### config.mk
export PLATFORM = sky130hd
export DESIGN_NAME = sstf_disk_request_scheduler
export DESIGN_NICKNAME = d
export VERILOG_FILES = /design/src/sstf_pkg.sv /design/src/sstf_disk_request_scheduler.sv /design/src/sstf_store.sv /design/src/sstf_dist.sv
export SDC_FILE = /design/constraint.sdc
export NUM_CORES = 1
export LEC_CHECK = 0
export BUFFER_PORTS_ARGS = -buffer_cell sky130_fd_sc_hd__buf_4
export CAP_MARGIN = 20
export CELL_PAD_IN_SITES_DETAIL_PLACEMENT = 1
export CELL_PAD_IN_SITES_GLOBAL_PLACEMENT = 2
export CORE_MARGIN = 2
export CORE_UTILIZATION = 35
export CTS_CLUSTER_SIZE = 10
export DETAILED_ROUTE_END_ITERATION = 10
export PLACE_DENSITY_LB_ADDON = 0.1
export SKIP_LAST_GASP = 1
export SLEW_MARGIN = 20
export SYNTH_ARGS = -nofsm -noshare
export SYNTH_HDL_FRONTEND = slang
export SYNTH_SLANG_ARGS = --single-unit
### constraint.sdc
create_clock -name aclk -period 8 [get_ports aclk]
set_input_delay 0.8 -clock aclk [delete_from_list [all_inputs] [get_ports aclk]]
set_output_delay 0.8 -clock aclk [all_outputs]
set_load 0.005 [all_outputs]
### src/sstf_pkg.sv
// Shared types and constants for the shortest-seek-first request scheduler.
// No dependencies; every other file in src imports this package.
`timescale 1ns / 1ps

package sstf_pkg;

    localparam int QUEUE_DEPTH = 16;
    localparam int TRACK_W     = 16;
    localparam int ADDR_W      = (QUEUE_DEPTH > 1) ? $clog2(QUEUE_DEPTH) : 1;
    localparam int CNT_W       = $clog2(QUEUE_DEPTH + 1);

    // Widths fixed by the external interface.
    localparam int ID_W    = 8;
    localparam int PTRK_W  = 16;
    localparam int LIM_W   = 5;
    localparam int OCC_W   = 5;
    localparam logic [LIM_W-1:0] LIMIT_RESET = LIM_W'(16);

    localparam logic ACT_INSERT  = 1'b0;
    localparam logic ACT_SERVICE = 1'b1;

    typedef enum logic [1:0] {
        STAT_INSERTED = 2'd0,
        STAT_SERVICED = 2'd1,
        STAT_REJECTED = 2'd2,
        STAT_EMPTY    = 2'd3
    } status_t;

    typedef enum logic [2:0] {
        S_IDLE,
        S_INSERT,
        S_SCAN,
        S_SHIFT,
        S_RESP
    } state_t;

    typedef struct packed {
        logic [ID_W-1:0]    requester;
        logic [TRACK_W-1:0] track;
    } entry_t;

endpackage

### src/sstf_disk_request_scheduler.sv
// Top level of the shortest-seek-first disk request scheduler: sequencer,
// registers and result stage. Depends on sstf_pkg, sstf_store and sstf_dist.
`timescale 1ns / 1ps

// The block keeps up to QUEUE_DEPTH pending disk requests and a head track.
// Requests arrive on the s_ channel (valid/ready). An insert request appends
// an entry unless the table holds min(queue_limit, QUEUE_DEPTH) entries, in
// which case it is rejected. A service request removes the entry nearest the
// head, the newest one on a tie, and moves the head to its track.
// Every request yields exactly one result on the m_ channel (valid/ready).
// s_ready is high only while the sequencer is idle; one request is in work at
// a time. A reject or an empty service passes through the response step to
// raise m_valid, an insert through the insert step and then the response
// step; s_ready returns together with m_valid. A service runs the scan
// through the single memory read port and the shared distance unit, then
// closes the gap left by the removed entry on the same port, moving each
// newer entry one place down, and the response step loads the output
// register.
// The result sits in an output register; while the receiver stalls the
// sequencer holds the next result and accepts nothing new. The user must
// write queue_limit through cfg_wr_en/cfg_wr_data only while idle; the block
// does not enforce this. Reset (aresetn low, synchronous) empties the table,
// puts the head on track 0 and the limit to 16; no clearing pass is needed.
module sstf_disk_request_scheduler (
    input  logic                          aclk,
    input  logic                          aresetn,
    input  logic                          cfg_wr_en,
    input  logic [sstf_pkg::LIM_W-1:0]    cfg_wr_data,
    input  logic                          s_valid,
    output logic                          s_ready,
    input  logic                          s_action,
    input  logic [sstf_pkg::ID_W-1:0]     s_requester_id,
    input  logic [sstf_pkg::PTRK_W-1:0]   s_track,
    output logic                          m_valid,
    input  logic                          m_ready,
    output logic [1:0]                    m_status,
    output logic [sstf_pkg::ID_W-1:0]     m_served_requester,
    output logic [sstf_pkg::PTRK_W-1:0]   m_served_track,
    output logic [sstf_pkg::OCC_W-1:0]    m_occupancy
);
    import sstf_pkg::*;

    state_t              state_reg, state_next;
    logic [CNT_W-1:0]    count_reg, count_next;
    logic [TRACK_W-1:0]  head_reg, head_next;
    logic [LIM_W-1:0]    limit_reg;
    logic [ID_W-1:0]     req_reg, req_next;
    logic [TRACK_W-1:0]  trk_reg, trk_next;
    status_t             status_reg, status_next;
    logic [CNT_W-1:0]    idx_reg, idx_next;
    logic                pipe_vld_reg, pipe_vld_next;
    logic [ADDR_W-1:0]   pipe_idx_reg, pipe_idx_next;
    logic [ADDR_W-1:0]   best_idx_reg, best_idx_next;
    logic [TRACK_W-1:0]  best_d_reg, best_d_next;
    logic [ID_W-1:0]     best_req_reg, best_req_next;
    logic [TRACK_W-1:0]  best_trk_reg, best_trk_next;
    logic                m_valid_reg, m_valid_next;
    status_t             m_status_reg, m_status_next;
    logic [ID_W-1:0]     m_req_reg, m_req_next;
    logic [PTRK_W-1:0]   m_trk_reg, m_trk_next;
    logic [OCC_W-1:0]    m_occ_reg, m_occ_next;

    logic                accept;
    logic                full;
    logic                issue;
    logic                walk_done;
    logic                out_free;
    logic                mem_we;
    logic [ADDR_W-1:0]   mem_waddr;
    entry_t              mem_wdata;
    entry_t              mem_rdata;
    logic [TRACK_W-1:0]  cur_d;
    logic                cur_take;

    assign accept    = s_valid && s_ready;
    // Full against the configured limit saturated to the table depth.
    assign full      = (32'(count_reg) >= 32'(limit_reg)) ||
                       (32'(count_reg) >= 32'(QUEUE_DEPTH));
    // A memory read is issued while the walk index is inside the table.
    assign issue     = ((state_reg == S_SCAN) || (state_reg == S_SHIFT)) &&
                       (idx_reg < count_reg);
    assign walk_done = !issue && !pipe_vld_reg;
    assign out_free  = !m_valid_reg || m_ready;

    sstf_store u_store (
        .aclk    (aclk),
        .wr_en   (mem_we),
        .wr_addr (mem_waddr),
        .wr_data (mem_wdata),
        .rd_addr (idx_reg[ADDR_W-1:0]),
        .rd_data (mem_rdata)
    );

    sstf_dist u_dist (
        .head   (head_reg),
        .track  (mem_rdata.track),
        .best_d (best_d_reg),
        .first  (pipe_idx_reg == '0),
        .seek_d (cur_d),
        .take   (cur_take)
    );

    // Next-state logic of the sequencer.
    always_comb begin
        state_next = state_reg;
        case (state_reg)
            S_IDLE: begin
                if (s_valid) begin
                    if (s_action == ACT_INSERT) begin
                        state_next = full ? S_RESP : S_INSERT;
                    end else begin
                        state_next = (count_reg == '0) ? S_RESP : S_SCAN;
                    end
                end
            end
            S_INSERT: state_next = S_RESP;
            S_SCAN: begin
                if (walk_done) begin
                    state_next = S_SHIFT;
                end
            end
            S_SHIFT: begin
                if (walk_done) begin
                    state_next = S_RESP;
                end
            end
            S_RESP: begin
                if (out_free) begin
                    state_next = S_IDLE;
                end
            end
            default: state_next = S_IDLE;
        endcase
    end

    // Sequencer outputs: handshake and memory write port.
    always_comb begin
        s_ready   = 1'b0;
        mem_we    = 1'b0;
        mem_waddr = count_reg[ADDR_W-1:0];
        mem_wdata = '{requester: req_reg, track: trk_reg};
        case (state_reg)
            S_IDLE:   s_ready = 1'b1;
            S_INSERT: mem_we  = 1'b1;
            S_SHIFT: begin
                // Move the entry read last cycle one place toward the oldest end.
                mem_we    = pipe_vld_reg;
                mem_waddr = pipe_idx_reg - ADDR_W'(1);
                mem_wdata = mem_rdata;
            end
            default: begin
                s_ready = 1'b0;
            end
        endcase
    end

    // Datapath next values.
    always_comb begin
        count_next    = count_reg;
        head_next     = head_reg;
        req_next      = req_reg;
        trk_next      = trk_reg;
        status_next   = status_reg;
        idx_next      = idx_reg;
        pipe_vld_next = 1'b0;
        pipe_idx_next = pipe_idx_reg;
        best_idx_next = best_idx_reg;
        best_d_next   = best_d_reg;
        best_req_next = best_req_reg;
        best_trk_next = best_trk_reg;
        m_valid_next  = m_valid_reg && !m_ready;
        m_status_next = m_status_reg;
        m_req_next    = m_req_reg;
        m_trk_next    = m_trk_reg;
        m_occ_next    = m_occ_reg;

        case (state_reg)
            S_IDLE: begin
                if (accept) begin
                    req_next      = s_requester_id;
                    trk_next      = s_track[TRACK_W-1:0];
                    idx_next      = '0;
                    best_req_next = '0;
                    best_trk_next = '0;
                    if (s_action == ACT_INSERT) begin
                        status_next = full ? STAT_REJECTED : STAT_INSERTED;
                    end else begin
                        status_next = (count_reg == '0) ? STAT_EMPTY : STAT_SERVICED;
                    end
                end
            end
            S_INSERT: count_next = count_reg + CNT_W'(1);
            S_SCAN: begin
                if (issue) begin
                    idx_next = idx_reg + CNT_W'(1);
                end
                pipe_vld_next = issue;
                pipe_idx_next = idx_reg[ADDR_W-1:0];
                if (pipe_vld_reg && cur_take) begin
                    best_idx_next = pipe_idx_reg;
                    best_d_next   = cur_d;
                    best_req_next = mem_rdata.requester;
                    best_trk_next = mem_rdata.track;
                end
                if (walk_done) begin
                    idx_next = CNT_W'(best_idx_reg) + CNT_W'(1);
                end
            end
            S_SHIFT: begin
                if (issue) begin
                    idx_next = idx_reg + CNT_W'(1);
                end
                pipe_vld_next = issue;
                pipe_idx_next = idx_reg[ADDR_W-1:0];
                if (walk_done) begin
                    count_next = count_reg - CNT_W'(1);
                    head_next  = best_trk_reg;
                end
            end
            S_RESP: begin
                if (out_free) begin
                    m_valid_next  = 1'b1;
                    m_status_next = status_reg;
                    m_req_next    = best_req_reg;
                    m_trk_next    = PTRK_W'(best_trk_reg);
                    m_occ_next    = OCC_W'(count_reg);
                end
            end
            default: begin
                pipe_vld_next = 1'b0;
            end
        endcase
    end

    always_ff @(posedge aclk) begin
        if (!aresetn) begin
            state_reg    <= S_IDLE;
            count_reg    <= '0;
            head_reg     <= '0;
            limit_reg    <= LIMIT_RESET;
            pipe_vld_reg <= 1'b0;
            m_valid_reg  <= 1'b0;
        end else begin
            state_reg    <= state_next;
            count_reg    <= count_next;
            head_reg     <= head_next;
            pipe_vld_reg <= pipe_vld_next;
            m_valid_reg  <= m_valid_next;
            if (cfg_wr_en) begin
                limit_reg <= cfg_wr_data;
            end
        end
    end

    always_ff @(posedge aclk) begin
        req_reg      <= req_next;
        trk_reg      <= trk_next;
        status_reg   <= status_next;
        idx_reg      <= idx_next;
        pipe_idx_reg <= pipe_idx_next;
        best_idx_reg <= best_idx_next;
        best_d_reg   <= best_d_next;
        best_req_reg <= best_req_next;
        best_trk_reg <= best_trk_next;
        m_status_reg <= m_status_next;
        m_req_reg    <= m_req_next;
        m_trk_reg    <= m_trk_next;
        m_occ_reg    <= m_occ_next;
    end

    assign m_valid            = m_valid_reg;
    assign m_status           = m_status_reg;
    assign m_served_requester = m_req_reg;
    assign m_served_track     = m_trk_reg;
    assign m_occupancy        = m_occ_reg;

`ifndef SYNTHESIS
    a_count_bound: assert property (@(posedge aclk) disable iff (!aresetn)
        32'(count_reg) <= 32'(QUEUE_DEPTH))
        else $error("pending count exceeds table depth");

    a_insert_room: assert property (@(posedge aclk) disable iff (!aresetn)
        (state_reg == S_INSERT) |-> (32'(count_reg) < 32'(QUEUE_DEPTH)))
        else $error("insert write with a full table");

    a_count_step: assert property (@(posedge aclk) disable iff (!aresetn)
        (count_reg != $past(count_reg)) |->
            ((count_reg == $past(count_reg) + CNT_W'(1)) ||
             (count_reg == $past(count_reg) - CNT_W'(1))))
        else $error("pending count moved by more than one");

    a_scan_in_table: assert property (@(posedge aclk) disable iff (!aresetn)
        (pipe_vld_reg && (state_reg == S_SCAN)) |->
            (CNT_W'(pipe_idx_reg) < count_reg))
        else $error("scan read beyond the pending entries");

    a_result_from_resp: assert property (@(posedge aclk) disable iff (!aresetn)
        $rose(m_valid_reg) |-> ($past(state_reg) == S_RESP))
        else $error("result raised outside the response step");
`endif

endmodule

### src/sstf_store.sv
// Request table memory: one write port and one registered read port.
// Depends on sstf_pkg for the entry type and address width.
`timescale 1ns / 1ps

module sstf_store (
    input  logic                         aclk,
    input  logic                         wr_en,
    input  logic [sstf_pkg::ADDR_W-1:0]  wr_addr,
    input  sstf_pkg::entry_t             wr_data,
    input  logic [sstf_pkg::ADDR_W-1:0]  rd_addr,
    output sstf_pkg::entry_t             rd_data
);
    import sstf_pkg::*;

    entry_t mem [QUEUE_DEPTH];

    always_ff @(posedge aclk) begin
        if (wr_en) begin
            mem[wr_addr] <= wr_data;
        end
        rd_data <= mem[rd_addr];
    end

endmodule

### src/sstf_dist.sv
// Shared seek-distance unit: absolute track distance and best-so-far compare.
// Depends on sstf_pkg for the track width.
`timescale 1ns / 1ps

module sstf_dist (
    input  logic [sstf_pkg::TRACK_W-1:0] head,
    input  logic [sstf_pkg::TRACK_W-1:0] track,
    input  logic [sstf_pkg::TRACK_W-1:0] best_d,
    input  logic                         first,
    output logic [sstf_pkg::TRACK_W-1:0] seek_d,
    output logic                         take
);
    import sstf_pkg::*;

    always_comb begin
        seek_d = (head >= track) ? (head - track) : (track - head);
        // The table is scanned oldest first, so ties go to the later entry.
        take = first || (seek_d <= best_d);
    end

endmodule

# Word level (Yosys, flattened, before mapping)
# Memories as Yosys holds them, arrays and structs flattened. A register that Yosys moved wholly into a read port is not among the register bits.
# Cells that the tools add are included.
[word_totals] register_bits=141 latch_bits=0 ramBits=384 mem_bits_ro=0 elab_cells=103 memories=1
[mem_list] name="u_store.mem" depth=16 word_bits=24 rd=1 rd_ports_with_merged_regs=1 wr=1 line="sstf_store.sv:15" text="entry_t mem [QUEUE_DEPTH];"
[op_classes] addsub=7 n_mul=0 div=0 n_lt_le_gt_ge=5 n_eq_ne=10 n_shift=0 mux=32 bitwise_logic=0 reduce_logical=29
[op_table] operator="2-to-1 mux 16 bit" n=3
[op_table] operator="case mux 16 bit (2 select lines)" n=1
[op_table] operator="subtractor 16 bit" n=2
[op_table] operator="2-to-1 mux 24 bit" n=1
[op_table] operator="2-to-1 mux 3 bit" n=7
[op_table] operator="2-to-1 mux 5 bit" n=4
[op_table] operator=">= comparator 16 bit" n=1
[op_table] operator="<= comparator 16 bit" n=1
[op_table] operator="2-to-1 mux 8 bit" n=2
[op_table] operator="case mux 8 bit (2 select lines)" n=1
[op_table] operator="case mux 3 bit (5 select lines)" n=1
[op_table] operator="case mux 5 bit (3 select lines)" n=1
[op_table] operator="AND reduction 2 bit" n=7
[op_table] operator="adder 5 x 1 -> 5 bit, second input constant" n=2
[op_table] operator="!= test 2 bit, second input constant" n=5
[op_table] operator="case mux 5 bit (2 select lines)" n=1
[op_table] operator="equality test 3 x 2 -> 1 bit, second input constant" n=2
[op_table] operator="2-to-1 mux 2 bit" n=3
[op_table] operator="adder 4 x 1 -> 5 bit, second input constant" n=1
[op_table] operator=">= comparator 5 bit" n=1
[op_table] operator=">= comparator 5 bit, second input constant" n=1
[op_table] operator="logical AND 1 bit" n=5
[op_table] operator="zero test 5 bit" n=1
[op_table] operator="less-than comparator 5 bit" n=1
[op_table] operator="other kinds (17)" n=28

# Longest topological paths before layout
# Gate-level depths: netlist of the first run.
[depth] word_depth=7 depth_mapped=20

# Hierarchy
# Synthesis of the first run repeated with hierarchy kept, for this count alone.
[unflattened] hier_cells=1347 area_unflattened_um2=22629.2
[modules_own_cells] module="sstf_store" instances=1 cells_per_inst=636 area_per_inst_um2=14930.6
[modules_own_cells] module="sstf_disk_request_scheduler" instances=1 cells_per_inst=443 area_per_inst_um2=5724.2
[modules_own_cells] module="sstf_dist" instances=1 cells_per_inst=268 area_per_inst_um2=1974.4

# Worst setup path before layout of the first run
# Ideal clock, no wire load.
[synth_timing] path_kind="reg-to-reg" startpoint="register head_reg[0]" endpoint="register best_req_reg[0], enable pin" setup_ns=0.384 t_arrival_ns=4.822 required_time_ns=7.616 slack_ns=2.793 stages_incl_launch_ff=20 path_cell_list="dfxtp_1 inv_1 ha_1 inv_1 fa_1 a21o_1 a21oi_2 a31oi_1 a211o_1 buf_6 buf_12 mux2i_1 xnor2_1 ha_1 nand4_1 or2_2 nor3_1 a21oi_1 o2bb2ai_1 nand2b_1"
[synth_via] elab_chain_len=7 word_cells_on_any_way=9
[synth_lines] element="start: declaration" line="sstf_disk_request_scheduler.sv:45" text="logic [TRACK_W-1:0] head_reg, head_next;"
[synth_lines] element="start signal: assignment" line="sstf_disk_request_scheduler.sv:246" text="head_reg <= head_next;"
[synth_lines] element="subtractor 16 bit or >= comparator 16 bit (tied branches)" line="sstf_dist.sv:16" text="seek_d = (head >= track) ? (head - track) : (track - head);"
[synth_lines] element="2-to-1 mux 16 bit (*)" line="sstf_dist.sv:16"
[synth_lines] element="net cur_d[12]" line="sstf_disk_request_scheduler.sv:72" text="logic [TRACK_W-1:0] cur_d;"
[synth_lines] element="<= comparator 16 bit (*)" line="sstf_dist.sv:18" text="take = first || (seek_d <= best_d);"
[synth_lines] element="logical OR 1 bit (*)" line="sstf_dist.sv:18"
[synth_lines] element="logical AND 1 bit (*)" line="sstf_disk_request_scheduler.sv:199" text="if (pipe_vld_reg && cur_take) begin"
[synth_lines] element="!= test 2 x 1 -> 1 bit (no line) (*)"
[synth_lines] element="AND reduction 3 bit (no line) (*)"
[synth_lines] element="end signal: assignment" line="sstf_disk_request_scheduler.sv:263" text="best_req_reg <= best_req_next;"
[synth_lines] element="end: declaration" line="sstf_disk_request_scheduler.sv:55" text="logic [ID_W-1:0] best_req_reg, best_req_next;"
# Mark *: on every way through the listed nets, which the timed path passes. The rest lies on a longest branch.
# A chain may end at the register's enable or synchronous reset.

# Worst setup path in the final report of the first run
[layout_timing] startpoint="register head_reg[8]" endpoint="register best_req_reg[2], enable pin"
[layout_via] elab_chain_len=7 word_cells_on_any_way=9
[layout_lines] element=">= comparator 16 bit" line="sstf_dist.sv:16"
[layout_lines] element="2-to-1 mux 16 bit" line="sstf_dist.sv:16"
[layout_lines] element="net cur_d[5]" line="sstf_disk_request_scheduler.sv:72"
[layout_lines] element="<= comparator 16 bit" line="sstf_dist.sv:18"
[layout_lines] element="logical OR 1 bit" line="sstf_dist.sv:18"
[layout_lines] element="logical AND 1 bit" line="sstf_disk_request_scheduler.sv:199"
[layout_lines] element="!= test 2 x 1 -> 1 bit (no line)"
[layout_lines] element="AND reduction 3 bit (no line)"
# The timed path passes the listed nets, and every way through them passes these cells.

==> results of run 1 <==
## per-stage QoR
stage	power (uW)	std cells	hold WS [ns]	util
2_1_floorplan	3940	1509	0.400	-
3_3_place_gp	4250	2397	0.404	0.380
3_5_place_dp	4260	2400	0.407	0.381
4_1_cts	7060	2509	0.346	0.412
5_1_grt	7270	2509	0.352	0.412
6_report	6950	2511	0.380	0.412
## where the power goes
group	internal (uW)	switching, uW	leakage [uW]
clock network	1620	1150	0.000955
registers	3270	47.0	0.00495
logic	314	552	0.00334
## Yosys cell counts (10+ instances only)
master and instances:
and3_1 10, a21oi_1 58, a22oi_1 24, nand4_1 13, mux4_2 48, dfxtp_1 55
mux2i_1 97, buf_2 21, a221oi_1 28, a21o_1 14, mux2_2 19, nor2_1 66
ha_1 63, nand2_1 127, edfxtp_1 494, nand3_1 23, a31oi_1 11, clkbuf_1 36
o21ai_0 104, xnor2_1 16, inv_1 73
## metal layers
layer | global-route usage | vias to the layer above | wire length, microns
met2 | 0.306 | 187 | 29600
li1 | - | 5957 | -
met3 | 0.0270 | 87 | 1960
met1 | 0.248 | 6745 | 28100
met5 | 0 | - | 0
met4 | 0.0498 | 0 | 1090
## layout make-up
class                   count  area (sq um)  share of cell area
flip-flops and latches    549         15900               0.599
repair buffers            112           891              0.0335
clock inverters            11          90.1             0.00339
inverters                  74           278              0.0104
clock buffers              98          1880              0.0706
diodes                      2          5.00            0.000188
multi-input cells         810          6440               0.242
well taps                 855          1070              0.0402
## how the worst max path moves through the flow
| stage | endpoint | slack [ns] | startpoint | cells after the start |
|---|---|---|---|---|
| after global placement | best_req_reg[1]$_SDFFCE_PN0P_ | 3.11 | head_reg[11]$_SDFFE_PN0P_ | 17 |
| after floorplan | best_req_reg[0]$_SDFFCE_PN0P_ | 2.79 | head_reg[0]$_SDFFE_PN0P_ | 19 |
| final | best_req_reg[2]$_SDFFCE_PN0P_ | 3.00 | head_reg[8]$_SDFFE_PN0P_ | 18 |
| after detailed placement | best_req_reg[1]$_SDFFCE_PN0P_ | 3.02 | head_reg[9]$_SDFFE_PN0P_ | 18 |
| after global routing | best_req_reg[2]$_SDFFCE_PN0P_ | 2.59 | head_reg[8]$_SDFFE_PN0P_ | 18 |
| after CTS | best_req_reg[7]$_SDFFCE_PN0P_ | 2.98 | head_reg[9]$_SDFFE_PN0P_ | 18 |
## cells in the final DEF, fill, tap and decap left out, drive strengths merged, types with 6 or more instances in the layout
cell / netlist / layout
edfxtp: 494 / 494
nand2: 127 / 127
buf: 39 / 112
o21ai: 108 / 108
clkbuf: 37 / 98
mux2i: 97 / 97
inv: 74 / 78
nor2: 66 / 66
ha: 63 / 63
a21oi: 62 / 62
dfxtp: 55 / 55
mux4: 48 / 48
a221oi: 28 / 28
a22oi: 24 / 24
nand3: 23 / 23
mux2: 19 / 19
xnor2: 16 / 16
a21o: 14 / 14
nand4: 14 / 14
a31oi: 11 / 11
and3: 11 / 11
nand2b: 10 / 10
xor2: 8 / 8
nor3: 8 / 8
clkinv: 0 / 7
nor2b: 6 / 6
## cells by family (layout without fill, tap and decap cells)
logic type / after synthesis / in the layout / synth area share
DFF: 549 / 549 / 0.695
buffers and inverters: 150 / 295 / 0.0297
muxes: 164 / 164 / 0.0989
AOI/OAI and AO/OA: 282 / 282 / 0.0770
xor gates and xnor gates: 24 / 24 / 0.00917
other: 0 / 2 / 0
and+or+nand+nor: 274 / 274 / 0.0530
adders and majority gates: 66 / 66 / 0.0370
==> reports/summary.txt, run 1 <==
Top_reg_cell synth: edfxtp_1
RSZ-0062 raised after global routing: no
Total global-route track usage: 0.183
Seq cells post-synth: 549
Final period utilization: 0.625
Area grow syn2layout: 16.0%
DR pass1 iterations: 5
Post-synth net total: 1610
Die Span Y: 260 microns
Kind of critical path: reg -> reg
WP buf/inv: 2
CP Cell Sequence: inv_1, ha_1, nand4_2, nor2_1, nand3_1, a31oi_1, a211o_1, mux2i_1, xor2_1, ha_1, a21o_1, a21o_1, a21oi_1, nor2_1, nor4_1, o2bb2ai_2, nand2b_1, buf_4
Flop2flop setup slack: 3.00 ns
Worst EP required: 8.23 ns
Regs by FF count: u_store.mem: 384 flops, u_store.rd_data: 24 flops
Vias in the first global route: 14000
Share of layout cells above drive strength 1: 0.181
Die width: 260 microns
Rel. slew slack: 0.304
Final Skew: 0.0172 ns
Status: finished, final reports clean
Slowest stage cell, crit path: a211o_1
Worst Tran Pin Value: 1.04 ns
# DRC: 0
Worst IR Drop VDD: 0.000121 V
Worst Path Max Fanout: 24
Drt wl/cell: 24.2 microns
Post-route cell area: 26600 sq um
Post-CTS Hold Fix Bufs: 0
P_leak: 0.00924 uW
Min cycle time layout: 5.00 ns
Nets@finish: 1716
Ranking of synthesized cells by area: edfxtp_1 (65%), dfxtp_1 (4.8%), mux4_2 (4.7%)
Area leader, netlist: edfxtp_1
Post-CTS Setup Bufs: 0
Worst r2r src: head_reg[8]$_SDFFE_PN0P_
Row Count: 93
Pwr dens: 262 nW/um^2
Worst Hold End: req_reg[5]$_DFFE_PP_
IO buf count: 67
Final Slew Violations: 0
Min-Delay Path Depth: 1
TritonCTS Buffers: 68
Clock latency at the later pin of the worst-skew pair: 0.59 ns
Post_cts resized: 0
Family with the most delay on the worst path: compound AO/OA/AOI/OAI gates
Drt initial violations: 743
Max Cap Viol: 0
Setup WS post-layout: 3.00 ns
Post-DP HPWL: 36300 microns
Fmax: 200 MHz
Yosys cell types: 64
Crit start category: flip-flop
Worst R2R End: best_req_reg[2]$_SDFFCE_PN0P_
HP Start: s_requester_id[5]
Routed vias: 13000
Final hold vios: 0
Post-Place Setup Slack: 3.02 ns
First-pass GRT wire length: 91100 microns
Post-synth EDFFs: 494
Mapped Cells: 1509
Initial antenna violation count: 2
Starting density of the core: 0.355
Final Setup Violations: 0
Clock Path Buffers: 3
Pin count of the biggest net entering global routing: 109
CTS Root Cell: clkbuf_16
Layout fillers: 6454
H-tree levels: 3
Placed cell areas: 24600 sq um
GRT overflow: 0
Total clock sinks: 549
Sum Neg Setup Slack: 0 ns
Seq/Total Area, Yosys: 0.695
Max reg flops: 384
Final GP Congestion: 0.811
Post-synth ARST share: 0
CP peak stage delay: 0.67 ns
Syn Std Cell Area: 22900 sq um
Clock transition at path regs: 0.05 ns
Core area: 64600 sq um
Worst min-delay path class: in -> reg
Biggest register: u_store.mem
Ys Warns: 0
CTS tree: done
Antenna viol nets, final: 0
Vias/cell: 5.17
Top Ports: 68
Synthesized area per cell: 15.2 sq um
WL final: 60700 microns
Share of the synthesized area in the top cell type: 0.647
Die ar.: 67600 sq um
Reg2reg path depth: 18
Worst Path Arrival: 5.23 ns
Crit end category: flip-flop
(Power assumes the default switching activity.)
==> inputs of run 2 (changes only) <==
- ABC_AREA: unset -> 1
- clock period: 8 -> 4.64 ns (I/O delays scaled with it)
==> reports/summary.txt, run 2 <==
CTS Root Cell: clkbuf_16
Seq cells post-synth: 549 (unchanged)
Die Span Y: 263 microns (+1.1%)
Final Setup Violations: 0 (unchanged)
Area of the multi-input gates: 6550 sq um (+1.7%)
Core area: 66000 sq um (+2.2%)
Final hold vios: 0 (unchanged)
Area grow syn2layout: 16.3%
Final period utilization: 0.866 (+0.241)
WL final: 72800 microns (+20%)
Post-synth net total: 2172 (+35%)
CTS tree: done
Crit start category: flip-flop
Die ar.: 69000 sq um (+2.2%)
Status: finished, final reports clean
Layout fillers: 7111 (+10%)
Nets@finish: 2286 (+33%)
Hold Slack: 0.0423 ns (-0.337 ns)
Total clock sinks: 549 (unchanged)
Post_cts resized: 0 (unchanged)
Starting density of the core: 0.355 (about the same)
Fmax: 249 MHz (+25%)
Max Cap Viol: 0 (unchanged)
Row Count: 94 (+1.1%)
Worst Tran Pin Value: 1.16 ns (+0.119 ns)
Pin count of the biggest net entering global routing: 196 (+80%)
Post-synth EDFFs: 494 (unchanged)
Drt initial violations: 1148 (+55%)
RSZ-0062 raised after global routing: no
Clock latency at the later pin of the worst-skew pair: 0.61 ns (+0.02 ns)
Min cycle time layout: 4.02 ns (-0.984 ns)
Synthesized area per cell: 11.3 sq um (-26%)
Total global-route track usage: 0.211 (+0.0281)
Top_reg_cell synth: edfxtp_1
Worst IR Drop VDD: 0.000424 V (+250%)
GRT overflow: 0 (unchanged)
Regs by FF count: u_store.mem: 384 flops, u_store.rd_data: 24 flops
DR pass1 iterations: 5 (unchanged)
TritonCTS Buffers: 66 (-2.9%)
Most common cell after layout, fill and taps aside: edfxtp_1
Rel. slew slack: 0.226 (-0.0776)
Share of the synthesized area in the top cell type: 0.633 (-0.0140)
P_leak: 0.0102 uW (+10%)
First-pass GRT wire length: 108000 microns (+19%)
# DRC: 0 (unchanged)
IO buf count: 67 (unchanged)
Post-CTS Hold Fix Bufs: 0 (unchanged)
Vias in the first global route: 16200 (+16%)
Routed vias: 15900 (+23%)
Kind of critical path: reg -> reg
Post-synth ARST share: 0 (unchanged)
Syn Std Cell Area: 23400 sq um (+2.2%)
Die width: 263 microns (+1.1%)
Sum Neg Setup Slack: 0 ns (unchanged)
Share of layout cells above drive strength 1: 0.117 (-0.0633)
Commonest cells after routing, fill and taps aside: edfxtp_1 (494), nand2_1 (445), o21ai_0 (178), inv_1 (170), nor2_1 (157)
Ranking of synthesized cells by area: edfxtp_1 (63%), nand2_1 (7.1%), dfxtp_1 (4.7%)
Antenna viol nets, final: 0 (unchanged)
Worst EP required: 4.95 ns (-3.28 ns)
Area occupied by registers: 15900 sq um (unchanged)
Final Skew: 0.0247 ns (+0.00751 ns)
Drt wl/cell: 23.5 microns (-2.7%)
Count leader, synth: edfxtp_1
Worst Path Max Fanout: 18 (-25%)
Worst Path Arrival: 4.32 ns (-0.91 ns)
Crit end category: flip-flop
Clock Path Buffers: 3 (unchanged)
Final Slew Violations: 0 (unchanged)
Post-DP HPWL: 45600 microns (+25%)
Mapped Cells: 2071 (+37%)
Pwr dens: 662 nW/um^2 (+150%)
Biggest register: u_store.mem
Ys Warns: 0 (unchanged)
Initial antenna violation count: 0 (-2)
Area leader, netlist: edfxtp_1
Top Ports: 68 (unchanged)
Yosys cell types: 40 (-38%)
Final GP Congestion: 0.829 (+2.3%)
Max reg flops: 384 (unchanged)
Seq/Total Area, Yosys: 0.680 (-0.0150)
Worst min-delay path class: in -> reg
H-tree levels: 3 (unchanged)
Clock transition at path regs: 0.06 ns (about the same)
Post-CTS Setup Bufs: 0 (unchanged)
Post-synth top cells: edfxtp_1 (494), nand2_1 (446), o21ai_0 (182)
Vias/cell: 5.15 (-0.44%)
-- run 2: cell types whose count changed in the layout (fill, tap and decap cells not counted), sizes merged, moves of 28 or more --
| cell | previous run | this run |
|---|---|---|
| inv | 78 | 184 |
| mux2i | 97 | 0 |
| a221oi | 28 | 0 |
| a21oi | 62 | 113 |
| nor2 | 66 | 178 |
| nand3 | 23 | 91 |
| o21ai | 108 | 203 |
| mux4 | 48 | 0 |
| nand2 | 127 | 456 |
-- run 2: routing by layer --
layer / vias to the layer above / track usage / part of all wire
met1: 8119 / 0.300 / 0.48
li1: 7457 / - / -
met4: 0 / 0.0506 / 0.017
met3: 82 / 0.0278 / 0.033
met5: - / 0 / 0
met2: 271 / 0.342 / 0.47
-- run 2: logic make-up (layout without fill, tap and decap cells) --
family / Yosys count / in the layout / share of synthesized area
AOI/OAI and AO/OA: 395 / 395 / 0.0935
buffers and inverters: 271 / 431 / 0.0465
other: 0 / 1 / 0
and+or+nand+nor: 765 / 765 / 0.134
DFF: 549 / 549 / 0.680
adders and majority gates: 66 / 66 / 0.0362
xor gates and xnor gates: 25 / 25 / 0.00935
-- run 2: final timing paths --
kind / depth (start not counted) / slack, ns / end / from
worst min register to register: 0 / 0.43 / m_served_requester[2]$_DFFE_PP_ / best_req_reg[2]$_SDFFCE_PN0P_
worst max register to register: 24 / 0.62 / best_d_reg[13]$_DFFE_PP_ / head_reg[0]$_SDFFE_PN0P_
worst max-delay path: 24 / 0.62 / best_d_reg[13]$_DFFE_PP_ / head_reg[0]$_SDFFE_PN0P_
worst min-delay path: 1 / 0.04 / trk_reg[10]$_DFFE_PP_ / s_track[10]
-- run 2: report_power, final --
| group | switching, uW | total, uW | internal, uW |
|---|---|---|---|
| Combinational | 4710 | 6570 | 1870 |
| Sequential | 288 | 6710 | 6430 |
| Clock | 2020 | 4750 | 2730 |
| Total | 7010 | 18000 | 11000 |
-- run 2: critical path, cell delays in order (launching register included) --
cell and delay [ns]:
dfxtp_1 0.31, inv_1 0.07, ha_1 0.18, inv_1 0.08
fa_1 0.43, nand3_1 0.11, nand2_1 0.14, nand2_1 0.09
nand2_1 0.08, o21ai_2 0.17, nand2_4 0.16, inv_2 0.22
nand2_1 0.08, nand2_1 0.07, inv_1 0.05, ha_1 0.28
nand2_1 0.07, nor2_1 0.17, nand4_1 0.11, inv_1 0.09
a31oi_1 0.07, nand2_1 0.16, nand2_1 0.08, inv_1 0.24
buf_12 0.20
-- run 2: cell type report --
class	count	area share
flip-flops and latches	549	0.585
clock buffers	108	0.0679
diodes	1	0.0000919
inverters	182	0.0253
clock inverters	6	0.00276
well taps	864	0.0397
repair buffers	135	0.0390
multi-input cells	1251	0.240
-- run 2: per-stage QoR --
step	util	instance area (sq um)	power, uW	cells	setup WS [ns]
final	0.413	27200	18000	3096	0.624
after global routing	0.413	27200	19200	3095	0.308
after CTS	0.413	27200	18300	3095	0.516
after detailed placement	0.384	25300	13500	2981	0.534
after global placement	0.384	25300	13400	2981	0.593
after floorplan	-	23400	10700	2071	1.10
==> inputs of run 3 (changes only) <==
- CELL_PAD_IN_SITES_DETAIL_PLACEMENT: 1 -> 2
- RECOVER_POWER: unset -> 25
==> reports/summary.txt, run 3 (synthesized netlist as in run 2, its figures left out) <==
Status: complete, but fails checks
Violated checks: capacitance limit, slew limit
Pwr dens: 673 nW/um^2 (+1.7%)
Vias in the first global route: 17600 (+8.7%)
Worst Path Arrival: 4.65 ns (+0.33 ns)
CTS Root Cell: clkbuf_16
HP Start: s_requester_id[3]
Placed Instances: 2981 (unchanged)
Sum Neg Setup Slack: 0 ns (unchanged)
GRT overflow: 0 (unchanged)
Post-DP HPWL: 49300 microns (+8.1%)
Pin count of the biggest net entering global routing: 196 (unchanged)
Worst Path Max Fanout: 27 (+9)
Nets@finish: 2287 (+0.044%)
DR pass1 iterations: 5 (unchanged)
Worst min-delay path class: in -> reg
Total global-route track usage: 0.225 (+0.0139)
Crit start category: flip-flop
Post-route cell area: 27200 sq um (-0.30%)
Post-CTS Hold Fix Bufs: 0 (unchanged)
Starting density of the core: 0.355 (unchanged)
Post-CTS Setup Bufs: 0 (unchanged)
Area grow syn2layout: 15.9%
Area occupied by registers: 15900 sq um (unchanged)
Switching pwr: 7210 uW (+2.8%)
Post-Place Setup Slack: 0.518 ns (-0.0168 ns)
Clock Path Buffers: 3 (unchanged)
Initial antenna violation count: 2 (+2)
Drt initial violations: 1224 (+6.6%)
Placed cell areas: 25300 sq um (unchanged)
Post_cts resized: 0 (unchanged)
Kind of critical path: reg -> reg
Antenna viol nets, final: 0 (unchanged)
Final std cells w/o fill: 3100 (+0.13%)
Die ar.: 69000 sq um (unchanged)
Total power: 18300 uW (+1.4%)
Ant. Diodes: 0 (-1)
Rel. slew slack: -0.652 (-0.878)
Most common cell after layout, fill and taps aside: edfxtp_1
Top Metal Used: met4
Max Cap Viol: 4 (+4)
Area of the multi-input gates: 6520 sq um (-0.48%)
Crit end category: flip-flop
Gate power share: 0.367 (+0.003)
IO buf count: 67 (unchanged)
TritonCTS Buffers: 67 (+1.5%)
Flop2flop setup slack: 0.40 ns (-0.22 ns)
Final Slew Violations: 276 (+276)
Final Skew: 0.0214 ns (-0.00336 ns)
RSZ-0062 raised after global routing: no
Total clock sinks: 549 (unchanged)
First-pass GRT wire length: 116000 microns (+7.1%)
P_int: 11100 uW (+0.49%)
Met2 wire length: 37200 microns (+9.6%)
Final period utilization: 0.913 (+0.0478)
Final GP Congestion: 0.829 (unchanged)
Final hold vios: 0 (unchanged)
Routed vias: 16300 (+2.5%)
Share of layout cells above drive strength 1: 0.104 (-0.0132)
Switching fraction of total power: 0.394 (+0.00533)
H-tree levels: 3 (unchanged)
Final Setup Violations: 0 (unchanged)
Regs by FF count: u_store.mem: 384 flops, u_store.rd_data: 24 flops
Clock latency at the later pin of the worst-skew pair: 0.61 ns (about the same)
Min cycle time layout: 4.24 ns (+0.222 ns)
Die width: 263 microns (unchanged)
Setup WS post-layout: 0.402 ns (-0.222 ns)
Worst Tran Pin Value: 2.48 ns (+1.32 ns)
Top Ports: 68 (unchanged)
Biggest register: u_store.mem
Die Span Y: 263 microns (unchanged)
Drt wl/cell: 25.0 microns (+6.3%)
Clk pwr share: 0.266 (+0.003)
DR WL met3: 3040 microns (+28%)
Core area: 66000 sq um (unchanged)
Worst IR Drop VDD: 0.000448 V (+5.7%)
Worst r2r src: idx_reg[3]$_DFFE_PP_
CTS tree: done
Sequential share of power: 0.368 (-0.004)
Layout fillers: 6870 (-3.4%)
Met1 WL: 35600 microns (+0.80%)
WL final: 77500 microns (+6.4%)
Commonest cells after routing, fill and taps aside: edfxtp_1 (494), nand2_1 (447), o21ai_0 (179), inv_1 (174), nor2_1 (159)
Vias/cell: 5.27 (+2.4%)
Fmax: 236 MHz (-5.2%)
Clock transition at path regs: 0.06 ns (about the same)
P_leak: 0.0101 uW (-0.70%)
CP Launch Point: idx_reg[3]$_DFFE_PP_
# DRC: 0 (unchanged)
Worst EP required: 5.05 ns (+0.10 ns)
Row Count: 94 (unchanged)
Max reg flops: 384 (unchanged)
## run 3: cell type report
| cell class | instances | area share |
|---|---|---|
| clock buffers | 109 | 0.0698 |
| flip-flops and latches | 549 | 0.587 |
| inverters | 182 | 0.0253 |
| well taps | 864 | 0.0398 |
| multi-input cells | 1251 | 0.240 |
| clock inverters | 10 | 0.00309 |
| repair buffers | 135 | 0.0354 |
## run 3: per-layer routing
metal  vias to the layer above  global-route usage
li1                       7466                   -
met1                      8467               0.305
met5                         -                   0
met3                       106              0.0329
met2                       293               0.376
met4                         0              0.0623
## run 3: final timing paths
path | end | cells after the start
max reg2reg | u_store.rd_data[15]$_DFF_P_ | 5
min reg2reg | m_status[1]$_DFFE_PP_ | 0
min | req_reg[3]$_DFFE_PP_ | 1
max | u_store.rd_data[15]$_DFF_P_ | 5
## run 3: power groups by stage
stage	combinational (uW)	sequential, uW	clock, uW
after CTS	6850	6730	4980
after detailed placement	6790	6830	0
final	6700	6720	4860
after floorplan	4000	6720	0
after global routing	7510	6780	5160
after global placement	6580	6800	0
## run 3: through the flow
stage	hold WS [ns]	utilization
floorplan	0.400	-
global placement	0.407	0.384
detailed placement	0.410	0.384
CTS	0.0000792	0.414
global route	0.0370	0.412
finish	0.0556	0.412
## run 3: worst max-delay path, cell delays in order, from the launching register on
cell and delay (ns):
edfxtp_1 0.32, clkbuf_1 1.67, inv_1 1.08, a211oi_1 0.45, o21ai_0 0.17, o21ai_0 0.35
